[src/sv/stit_pkg.sv]
package stit_pkg;

	localparam int SCORE_BITS   = 32;
	localparam int FUNC_BITS    = 2;
	localparam int ENTRIES_DEF  = 8;
	localparam int TAG_BITS_DEF = 16;

	typedef enum logic [FUNC_BITS-1:0] {
		FN_INSERT = 2'd0,
		FN_CLEAR  = 2'd1,
		FN_READ   = 2'd2,
		FN_NOP    = 2'd3
	} func_t;

	typedef enum logic [2:0] {
		ST_IDLE,
		ST_READ,
		ST_CHECK,
		ST_WALK,
		ST_FIN
	} state_t;

endpackage

[src/sv/stit_ram.sv]
module stit_ram #(
	parameter int DEPTH = 8,
	parameter int WIDTH = 48,
	parameter int AW    = 3
) (
	input  logic             clk,
	input  logic             wr_en,
	input  logic [AW-1:0]    wr_addr,
	input  logic [WIDTH-1:0] wr_data,
	input  logic             rd_en,
	input  logic [AW-1:0]    rd_addr,
	output logic [WIDTH-1:0] rd_data
);

	logic [WIDTH-1:0] mem [DEPTH];
	logic [WIDTH-1:0] rd_data_q;

	always_ff @(posedge clk) begin
		if (wr_en) begin
			mem[wr_addr] <= wr_data;
		end
	end

	always_ff @(posedge clk) begin
		if (rd_en) begin
			rd_data_q <= mem[rd_addr];
		end
	end

	assign rd_data = rd_data_q;

endmodule

[src/sv/sorted_top_n_insert_table.sv]
// Descending-sorted score table of up to ENTRIES entries (score plus tag).
// Input channel (in_valid/in_ready) carries one command per transaction:
// insert an entry, clear the table, read the entry at a rank, or no-op.
// Output channel (out_valid/out_ready) returns one result per command with
// the entry count after the command, insert status and position, and the
// read score and tag (zero where they do not apply).
// One command is worked at a time. An insert walks the table from the bottom
// up, moving one entry per cycle through the table memory (one read and one
// write port, registered read); a full table checks its last entry first.
// A result is first seen on the output the cycle after the command finishes.
// The output register holds one result; the next command is accepted while it
// waits, and that command only stalls at its own end if the receiver has not
// taken the previous result. Reset empties the table (count zero) and drops any
// pending result; the table memory itself is not cleared.
module sorted_top_n_insert_table
	import stit_pkg::*;
#(
	parameter int ENTRIES  = ENTRIES_DEF,
	parameter int TAG_BITS = TAG_BITS_DEF,
	localparam int IDX_W   = (ENTRIES > 1) ? $clog2(ENTRIES) : 1,
	localparam int CNT_W   = $clog2(ENTRIES + 1)
) (
	input  logic                  clk,
	input  logic                  arst_n,
	input  logic                  in_valid,
	output logic                  in_ready,
	input  logic [FUNC_BITS-1:0]  func,
	input  logic [SCORE_BITS-1:0] new_score,
	input  logic [TAG_BITS-1:0]   new_tag,
	input  logic [IDX_W-1:0]      read_index,
	output logic                  out_valid,
	input  logic                  out_ready,
	output logic [CNT_W-1:0]      entry_count,
	output logic                  inserted,
	output logic [IDX_W-1:0]      insert_position,
	output logic [SCORE_BITS-1:0] read_score,
	output logic [TAG_BITS-1:0]   read_tag
);

	localparam int ROW_W = SCORE_BITS + TAG_BITS;
	localparam logic [IDX_W-1:0] LAST = IDX_W'(ENTRIES - 1);
	localparam logic [CNT_W-1:0] FULL = CNT_W'(ENTRIES);

	state_t state_q, state_d;

	logic [CNT_W-1:0]      count_q;
	logic [IDX_W-1:0]      j_q;
	logic [SCORE_BITS-1:0] score_q;
	logic [TAG_BITS-1:0]   tag_q;

	logic                  res_ins_q;
	logic [IDX_W-1:0]      res_pos_q;
	logic [SCORE_BITS-1:0] res_score_q;
	logic [TAG_BITS-1:0]   res_tag_q;

	logic                  out_valid_q;
	logic [CNT_W-1:0]      out_count_q;
	logic                  out_ins_q;
	logic [IDX_W-1:0]      out_pos_q;
	logic [SCORE_BITS-1:0] out_score_q;
	logic [TAG_BITS-1:0]   out_tag_q;

	logic                  ram_wr_en;
	logic [IDX_W-1:0]      ram_wr_addr;
	logic [ROW_W-1:0]      ram_wr_data;
	logic                  ram_rd_en;
	logic [IDX_W-1:0]      ram_rd_addr;
	logic [ROW_W-1:0]      ram_rd_data;
	logic [SCORE_BITS-1:0] rd_score;
	logic [TAG_BITS-1:0]   rd_tag;

	logic accept;
	logic walk_stop;
	logic walk_shift;
	logic out_load;

	stit_ram #(
		.DEPTH (ENTRIES),
		.WIDTH (ROW_W),
		.AW    (IDX_W)
	) u_ram (
		.clk     (clk),
		.wr_en   (ram_wr_en),
		.wr_addr (ram_wr_addr),
		.wr_data (ram_wr_data),
		.rd_en   (ram_rd_en),
		.rd_addr (ram_rd_addr),
		.rd_data (ram_rd_data)
	);

	assign rd_score = ram_rd_data[ROW_W-1:TAG_BITS];
	assign rd_tag   = ram_rd_data[TAG_BITS-1:0];
	assign in_ready = (state_q == ST_IDLE);
	assign accept   = in_valid && in_ready;

	always_ff @(posedge clk or negedge arst_n) begin
		if (!arst_n) begin
			state_q <= ST_IDLE;
		end else begin
			state_q <= state_d;
		end
	end

	always_comb begin
		state_d     = state_q;
		ram_rd_en   = 1'b0;
		ram_rd_addr = '0;
		ram_wr_en   = 1'b0;
		ram_wr_addr = j_q;
		ram_wr_data = ram_rd_data;
		walk_stop   = 1'b0;
		walk_shift  = 1'b0;
		out_load    = 1'b0;
		case (state_q)
			ST_IDLE: begin
				if (accept) begin
					case (func_t'(func))
						FN_INSERT: begin
							if (count_q == FULL) begin
								// full: check the last entry before anything moves
								ram_rd_en   = 1'b1;
								ram_rd_addr = LAST;
								state_d     = ST_CHECK;
							end else begin
								ram_rd_en   = (count_q != '0);
								ram_rd_addr = IDX_W'(count_q - 1'b1);
								state_d     = ST_WALK;
							end
						end
						FN_READ: begin
							if (CNT_W'(read_index) < count_q) begin
								ram_rd_en   = 1'b1;
								ram_rd_addr = read_index;
								state_d     = ST_READ;
							end else begin
								state_d = ST_FIN;
							end
						end
						default: state_d = ST_FIN;
					endcase
				end
			end
			ST_CHECK: begin
				if (score_q > rd_score) begin
					ram_rd_en   = (LAST != '0);
					ram_rd_addr = LAST - 1'b1;
					state_d     = ST_WALK;
				end else begin
					state_d = ST_FIN;
				end
			end
			ST_WALK: begin
				// stop once the entry above holds an equal or higher score
				walk_stop   = (j_q == '0) || (rd_score >= score_q);
				walk_shift  = !walk_stop;
				ram_wr_en   = 1'b1;
				ram_wr_addr = j_q;
				if (walk_stop) begin
					ram_wr_data = {score_q, tag_q};
					state_d     = ST_FIN;
				end else begin
					ram_rd_en   = (j_q != IDX_W'(1));
					ram_rd_addr = j_q - IDX_W'(2);
				end
			end
			ST_READ: state_d = ST_FIN;
			ST_FIN: begin
				if (!out_valid_q || out_ready) begin
					out_load = 1'b1;
					state_d  = ST_IDLE;
				end
			end
			default: state_d = ST_IDLE;
		endcase
	end

	always_ff @(posedge clk or negedge arst_n) begin
		if (!arst_n) begin
			count_q <= '0;
		end else if (accept && func_t'(func) == FN_CLEAR) begin
			count_q <= '0;
		end else if (walk_stop && count_q != FULL) begin
			count_q <= count_q + 1'b1;
		end
	end

	always_ff @(posedge clk) begin
		if (accept) begin
			score_q     <= new_score;
			tag_q       <= new_tag;
			j_q         <= (count_q == FULL) ? LAST : IDX_W'(count_q);
			res_ins_q   <= 1'b0;
			res_pos_q   <= '0;
			res_score_q <= '0;
			res_tag_q   <= '0;
		end else begin
			if (walk_shift) begin
				j_q <= j_q - 1'b1;
			end
			if (walk_stop) begin
				res_ins_q <= 1'b1;
				res_pos_q <= j_q;
			end
			if (state_q == ST_READ) begin
				res_score_q <= rd_score;
				res_tag_q   <= rd_tag;
			end
		end
	end

	always_ff @(posedge clk or negedge arst_n) begin
		if (!arst_n) begin
			out_valid_q <= 1'b0;
		end else if (out_load) begin
			out_valid_q <= 1'b1;
		end else if (out_ready) begin
			out_valid_q <= 1'b0;
		end
	end

	always_ff @(posedge clk) begin
		if (out_load) begin
			out_count_q <= count_q;
			out_ins_q   <= res_ins_q;
			out_pos_q   <= res_pos_q;
			out_score_q <= res_score_q;
			out_tag_q   <= res_tag_q;
		end
	end

	assign out_valid       = out_valid_q;
	assign entry_count     = out_count_q;
	assign inserted        = out_ins_q;
	assign insert_position = out_pos_q;
	assign read_score      = out_score_q;
	assign read_tag        = out_tag_q;

	a_count_bound: assert property (@(posedge clk) disable iff (!arst_n)
		count_q <= FULL)
		else $error("entry count above table size");

	a_check_full: assert property (@(posedge clk) disable iff (!arst_n)
		state_q == ST_CHECK |-> count_q == FULL)
		else $error("full-table check entered with room left");

	a_walk_range: assert property (@(posedge clk) disable iff (!arst_n)
		state_q == ST_WALK |-> CNT_W'(j_q) <= count_q)
		else $error("insert walk outside the filled entries");

	a_pos_in_count: assert property (@(posedge clk) disable iff (!arst_n)
		out_valid && inserted |-> CNT_W'(insert_position) < entry_count)
		else $error("insert position not below entry count");

endmodule

[config.mk]
export PLATFORM = sky130hd
export DESIGN_NAME = sorted_top_n_insert_table
export DESIGN_NICKNAME = d
export VERILOG_FILES = /design/src/sv/stit_pkg.sv /design/src/sv/stit_ram.sv /design/src/sv/sorted_top_n_insert_table.sv
export SDC_FILE = /design/constraint.sdc
export NUM_CORES = 1
export LEC_CHECK = 0
export BUFFER_PORTS_ARGS = -buffer_cell sky130_fd_sc_hd__clkbuf_2
export CAP_MARGIN = 10
export CORE_ASPECT_RATIO = 1.1
export CORE_MARGIN = 1.5
export CORE_UTILIZATION = 50
export DETAILED_ROUTE_END_ITERATION = 12
export PLACE_DENSITY_LB_ADDON = 0.1
export SYNTH_ARGS = -nofsm -noshare
export SYNTH_HDL_FRONTEND = slang
export SYNTH_SLANG_ARGS = --single-unit
[constraint.sdc]
create_clock -name clk -period 14.65 [get_ports clk]
set_input_delay 3.6625 -clock clk [delete_from_list [all_inputs] [get_ports clk]]
set_output_delay 3.6625 -clock clk [all_outputs]
set_load 0.02 [all_outputs]
# Word level (Yosys, flattened, before mapping)
# Memory sizes are Yosys's and may differ from the RTL's. A register that Yosys moved wholly into a read port is not among the register bits.
# Index checks and enable logic that the tools add are counted.
# Widths: inputs -> output; s select.
dict set report totals {
  regBits 167
  mem_bits_rw 384
  in_bits 57
  out_inout_bits 58
  wordCells 88
  mem_count 1
}
# name words word_bits read_ports rd_clocked_by_memory_dff write_ports line_no
set memory_table {}
lappend memory_table {u_ram.mem 8 48 1 1 1 stit_ram.sv:15} ;# logic [WIDTH-1:0] mem [DEPTH];
dict set report op_classes {
  n_addsub 4
  order_cmp 3
  eq_ne 12
  mux 38
  reduce_logical 15
}
# cell n
set op_table {}
lappend op_table {{$mux 48} 2}
lappend op_table {{$mux 3} 13}
lappend op_table {{$ge 32x32->1} 1}
lappend op_table {{$gt 32x32->1} 1}
lappend op_table {{$mux 1} 15}
lappend op_table {{$pmux 3 s5} 1}
lappend op_table {{$pmux 3 s2} 2}
lappend op_table {{$pmux 3 s3} 1}
lappend op_table {{$mux 4} 2}
lappend op_table {{$eq 3x2->1 const B} 2}
lappend op_table {{$logic_not 3->1} 2}
lappend op_table {{$reduce_bool 2->1} 3}
lappend op_table {{$sub 3x1->3 const B} 2}
lappend op_table {{$add 4x1->4 const B} 1}
lappend op_table {{$eq 4x4->1 const B} 1}
lappend op_table {{$lt 3x4->1} 1}
lappend op_table {{$ne 2x2->1 const B} 2}
lappend op_table {{$ne 4x4->1 const B} 1}
lappend op_table {{$reduce_bool 4->1} 1}
lappend op_table {{$eq 3x1->1 const B} 1}
lappend op_table {{$eq 3x3->1 const B} 1}
lappend op_table {{$logic_and 1x1->1} 3}
lappend op_table {{$ne 3x1->1 const B} 1}
lappend op_table {{$pmux 1 s3} 1}
lappend op_table {{other kinds (9)} 11}

# Logic depth before layout (Yosys ltp)
dict set report logic_depth {
  ltp_word 6
  ltp_mapped 13
  depth_no_buf 10
}

# Modules after synthesis
# Synthesis repeated with hierarchy kept, for this count alone.
dict set report unflattened {
  cells_unflattened 1248
  area_unflattened_um2 23266.1
}
# mod instances cells_each area_each_um2 seq_area_each_um2
set modules_own_cells {}
lappend modules_own_cells {stit_ram 1 616 16100.4 12972.4}
lappend modules_own_cells {sorted_top_n_insert_table 1 632 7165.6 4454.3}

# Least setup slack after synthesis
# Ideal clock, no wire load.
dict set report synth_path {
  path_kind {input port to flip-flop}
  from {input read_index[2]}
  to {register u_ram.rd_data_q[0], in the netlist u_ram.rd_data[0] (read register of u_ram.mem) (enable)}
  setup_time_ns 0.475
  arrival_ns 6.964
  required_time_ns 14.175
  path_slack_ns 7.211
  path_stages 7
  n_path_buf 0
  path_cell_list {ha_1 -> a21o_1 -> a31oi_1 -> nor2_1 -> a31oi_1 -> nor2_1 -> o221ai_1}
}
dict set report synth_via {
  elab_chain_len 5
  elab_cells_between_ends 9
  cone_classes {order compare: 1; mux: 8}
}
# item line_no
set synth_rtl {}
lappend synth_rtl {{start, declared} sorted_top_n_insert_table.sv:30} ;# input logic [IDX_W-1:0] read_index,
lappend synth_rtl {{$lt 3x4->1} sorted_top_n_insert_table.sv:131} ;# if (CNT_W'(read_index) < count_q) begin
lappend synth_rtl {{$mux 1} sorted_top_n_insert_table.sv:131}
lappend synth_rtl {{$pmux 1 s2} sorted_top_n_insert_table.sv:117} ;# case (func_t'(func))
lappend synth_rtl {{$mux 1} sorted_top_n_insert_table.sv:116} ;# if (accept) begin
lappend synth_rtl {{$pmux 1 s3} sorted_top_n_insert_table.sv:114} ;# case (state_q)
lappend synth_rtl {{named net ram_rd_en} sorted_top_n_insert_table.sv:66} ;# logic ram_rd_en;
lappend synth_rtl {{end, declared} stit_ram.sv:16} ;# logic [WIDTH-1:0] rd_data_q;
# The timed path passes the listed nets, and every way through them passes these cells.
# A chain may end at the register's enable or synchronous reset.

# Worst setup path after layout
dict set report layout_path {
  from {input read_index[2]}
  to {register u_ram.rd_data_q[22], in the netlist u_ram.rd_data[22] (read register of u_ram.mem) (data pin)}
}
dict set report layout_via {
  elab_chain_len 5
  elab_cells_between_ends 9
  cone_classes {order compare: 1; mux: 8}
}
# item line_no
set layout_rtl {}
lappend layout_rtl {{$lt 3x4->1} sorted_top_n_insert_table.sv:131}
lappend layout_rtl {{$mux 3 / $mux 1 (equally long branches)} sorted_top_n_insert_table.sv:131}
lappend layout_rtl {{$pmux 3 s2 / $pmux 1 s2 (equally long branches)} sorted_top_n_insert_table.sv:117}
lappend layout_rtl {{$mux 3 / $mux 1 (equally long branches)} sorted_top_n_insert_table.sv:116}
lappend layout_rtl {{$pmux 3 s3 / $pmux 1 s3 (equally long branches)} sorted_top_n_insert_table.sv:114}
# Several ways; a longest one is shown, not always the timed one.

==> impl_metrics.py <==
metrics = {
    "status": {
        "status": "finished, final reports clean",
    },
    "sta": {
        "rsz0062_at_grt": "no",
        "fin_crit_ps": 7589,
        "tns_ps": 0,
        "timing.slew.headroom_pct": 14.05,
        "worst_slack_ps": 7061,
        "finalSetupViolCount": 0,
        "drv_slew": 0,
        "fin_crit_sh_pct": 51.80,
        "hold_viol_final": 0,
        "fmax_mhz": 131.8,
        "clock_skew_ps": 17.64,
        "worst_pin_slew_ps": 1289,
    },
    "setup_path": {
        "max_stage_delay_ps": 1050,
        "worstPathRequired_ps": 15150,
        "critical-path-top-delay-family": "buffers and inverters",
        "arrival_ps": 8090,
        "worstReg2RegStart": "u_ram.rd_data[30]",
        "cp_cell_sequence": "clkbuf_2 > ha_1 > a21o_1 > a31oi_1 > o31ai_1 > nor2_4 > buf_4 > a21oi_4 > buf_4 > buf_4 > a22oi_1 > nand4_1 > and4_1",
        "worst-path-stages": 13,
        "cp_num_buf_inv": 4,
        "cp-start-kind": "input pin",
        "reg2reg_depth": 11,
        "crit_start": "read_index[2]",
        "worstSetupEndpointType": "flip-flop",
        "endpoint": "u_ram.rd_data[22]",
        "cp_slowest_cell": "buf_4",
        "r2r_slack_ps": 9160,
        "path_class": "in2reg",
        "critPathMostFrequentCell": "buf_4",
        "reg2reg_to": "u_ram.rd_data[22]",
        "crit_fanout": 97,
    },
    "route": {
        "routed_wl_mm": 68.27,
        "first_pass_iters": 6,
        "drc": 0,
        "ant_nets": 0,
        "post_drt_wl_per_cell_um": 24.67,
        "avgViaCountPerCell": 6.524,
        "vias": 18050,
        "drt_iter0_drc": 1863,
    },
    "place": {
        "port_buffers": 114,
        "post_dp_cell_area_um2": 26940,
        "globalplace.congestion": 0.7728,
        "pre_cts_ws_ps": 6514,
        "hpwlAfterDp_mm": 33.34,
    },
    "yosys": {
        "ys_ff_latch": 599,
        "synth_edf_count": 539,
        "yosysUniqueCellTypes": 50,
        "ys.warnings.count": 0,
        "synth_area_um2": 25980,
        "synth.avg_cell_area_um2": 12.82,
        "yosysSeqAreaShare_pct": 67.08,
        "syn_nets": 2127,
        "ys.flop_type": "edfxtp_1",
        "synth_cells": 2026,
        "ys_async_sr_fraction_pct": 1.336,
    },
    "layout": {
        "fillerInstances": 4097,
        "final_util_pct": 56.41,
        "final_nets": 2150,
        "area_delta_synth_final_pct": 11.33,
        "antenna_cells": 0,
        "design_area_um2": 28920,
        "drive_gt1_share_pct": 14.24,
    },
    "clock_network": {
        "post_cts_resized": 0,
        "clock_path_buffers": 3,
        "htree_levels": 2,
        "tritoncts": "done",
        "clk_pin_slew_ps": 60,
        "numCtsBuffers": 60,
        "cts.hold.buffers_added": 0,
        "cts-root-buf": "clkbuf_16",
        "clock_sinks": 599,
        "clk_latency_ps": 630,
        "post_cts_buffers": 0,
    },
    "grt": {
        "grt_pass1_vias": 17740,
        "grt_antenna_before_repair": 0,
        "grt_overflow": 0,
        "grt_pass1_wl_mm": 103.7,
        "grt_max_degree": 209,
        "gr-usage-all-layers_pct": 25.52,
    },
    "floorplanning": {
        "boundaryPins": 115,
        "rows": 87,
        "core_um2": 51270,
        "die_h_um": 242.1,
        "start_util_pct": 50.67,
        "fp.dieW_um": 220.3,
        "dieArea_um2": 53340,
    },
    "power": {
        "leakage_uw": 0.009435,
        "pwr-share-seq_pct": 47.5,
        "p_int_uw": 3486,
        "p_clk_share_pct": 30.9,
        "switching_power_uw": 1540,
        "power.total_uw": 5027,
        "p_comb_share_pct": 21.7,
        "p_sw_share_pct": 30.64,
        "irDropWorstVdd_uv": 130.2,
        "power_density_nw_per_um2": 173.8,
    },
    "flow_run": {
        "drv_cap": 0,
    },
    "min_path": {
        "hp-class": "reg2reg",
    },
}
[cells by family after synthesis]
family	after synthesis	synth area share (%)
xor gates and xnor gates	2	0.06744
adders and majority gates	44	2.119
and+or+nand+nor	804	16.59
buffers and inverters	215	3.521
muxes	51	2.191
AOI/OAI and AO/OA	311	8.428
DFF	599	67.08
[registers in the layout, indices dropped and copies added, names as in the netlist]
signal	count
count_q	4
entry_count	4
insert_position	3
inserted	1
j_q	3
out_valid	1
read_score	32
read_tag	16
res_ins_q	1
res_pos_q	3
res_score_q	32
res_tag_q	16
score_q	32
state_q	3
tag_q	16
u_ram.mem	384
u_ram.rd_data	48
[power groups by stage]
stage | registers [µW] | logic, µW | clock network, µW
after floorplan | 2450 | 650 | 0
after global placement | 2410 | 1070 | 0
after detailed placement | 2420 | 1090 | 0
after CTS | 2390 | 1090 | 1570
after global routing | 2410 | 1200 | 1640
final | 2390 | 1090 | 1550
[worst register-to-register path: cells and delay by family, from the launching register on]
kind,cells,cell delay (ps)
flops,1,460
simple gates,5,1850
buf+inv,2,1970
compound gates,3,730
fa+ha+maj,1,350
[worst min path at each step]
| stage | endpoint | slack [ps] | cells past startpoint | startpoint |
|---|---|---|---|---|
| 2_1_floorplan | insert_position[0] | 410 | 0 | res_pos_q[0] |
| 3_3_place_gp | read_tag[1] | 410 | 0 | res_tag_q[1] |
| 3_5_place_dp | read_tag[8] | 410 | 0 | res_tag_q[8] |
| 4_1_cts | read_tag[8] | 430 | 0 | res_tag_q[8] |
| 5_1_grt | read_tag[8] | 430 | 0 | res_tag_q[8] |
| 6_report | read_score[26] | 430 | 0 | res_score_q[26] |
[cell usage after synthesis, types with 3 or more instances]
master	number	share of area, %
o2111ai_1	16	0.54
dfxtp_1	52	4.0
and3_1	10	0.24
nor2b_1	6	0.14
mux2i_1	4	0.15
edfxtp_1	539	62
dfrtp_1	8	0.77
buf_2	65	1.3
ha_1	44	2.1
a22oi_1	195	5.6
nor3_1	3	0.058
and4_1	48	1.6
nand2_1	129	1.9
nor2_1	22	0.32
a21oi_1	68	1.3
mux2_2	47	2.0
clkbuf_1	82	1.2
buf_4	7	0.20
nor4_1	4	0.096
nand4_1	185	4.5
buf_1	19	0.27
inv_1	40	0.58
o21ai_0	11	0.21
nand2b_1	3	0.072
nand3_1	379	7.3
a31oi_1	5	0.12
[metrics by stage]
step,instances,hold WS (ps)
5_1_grt,2767,432.1
3_5_place_dp,2654,414.4
6_report,2767,428.9
2_1_floorplan,2026,407.6
4_1_cts,2767,428.3
3_3_place_gp,2654,413.0
[layout make-up]
type / count / area [µm²] / share of cell area (%)
sequential: 599 / 17430 / 60.25
multi-input combinational: 1212 / 7781 / 26.90
clock buffer: 86 / 1700 / 5.879
tap: 667 / 834.6 / 2.885
timing repair buffer: 134 / 733.2 / 2.535
clock inverter: 27 / 286.5 / 0.9907
inverter: 42 / 160.2 / 0.5537
[layout by cell type, fill, tap and decap left out, types with 3 or more instances in the layout]
cell type / synthesis / final
edfxtp_1: 539 / 539
nand3_1: 379 / 379
a22oi_1: 195 / 195
nand4_1: 185 / 185
nand2_1: 129 / 129
clkbuf_2: 0 / 114
a21oi_1: 68 / 67
clkbuf_16: 0 / 61
dfxtp_1: 52 / 52
and4_1: 48 / 48
mux2_2: 47 / 47
ha_1: 44 / 44
inv_1: 40 / 40
nor2_1: 22 / 19
buf_4: 7 / 19
clkbuf_1: 82 / 17
o2111ai_1: 16 / 16
o21ai_0: 11 / 11
clkinv_2: 0 / 11
and3_4: 0 / 8
clkbuf_8: 0 / 8
dfrtp_1: 8 / 8
clkinv_1: 0 / 7
bufinv_16: 0 / 6
nor2b_1: 6 / 5
nor4_1: 4 / 4
a31oi_1: 5 / 4
mux2i_1: 4 / 4
nor3_1: 3 / 3
nand2b_1: 3 / 3
o31ai_4: 2 / 3
nor2_4: 0 / 3
[routing by layer]
metal / up-vias / global-route usage [%] / wire length [µm]
met3: 156 / 3.980 / 4705
met5: - / 0 / 0
met2: 734 / 41.62 / 32780
met1: 9097 / 34.42 / 28600
met4: 0 / 9.524 / 2181
li1: 8065 / - / -
Note: power is estimated with default switching activity, not from simulation.
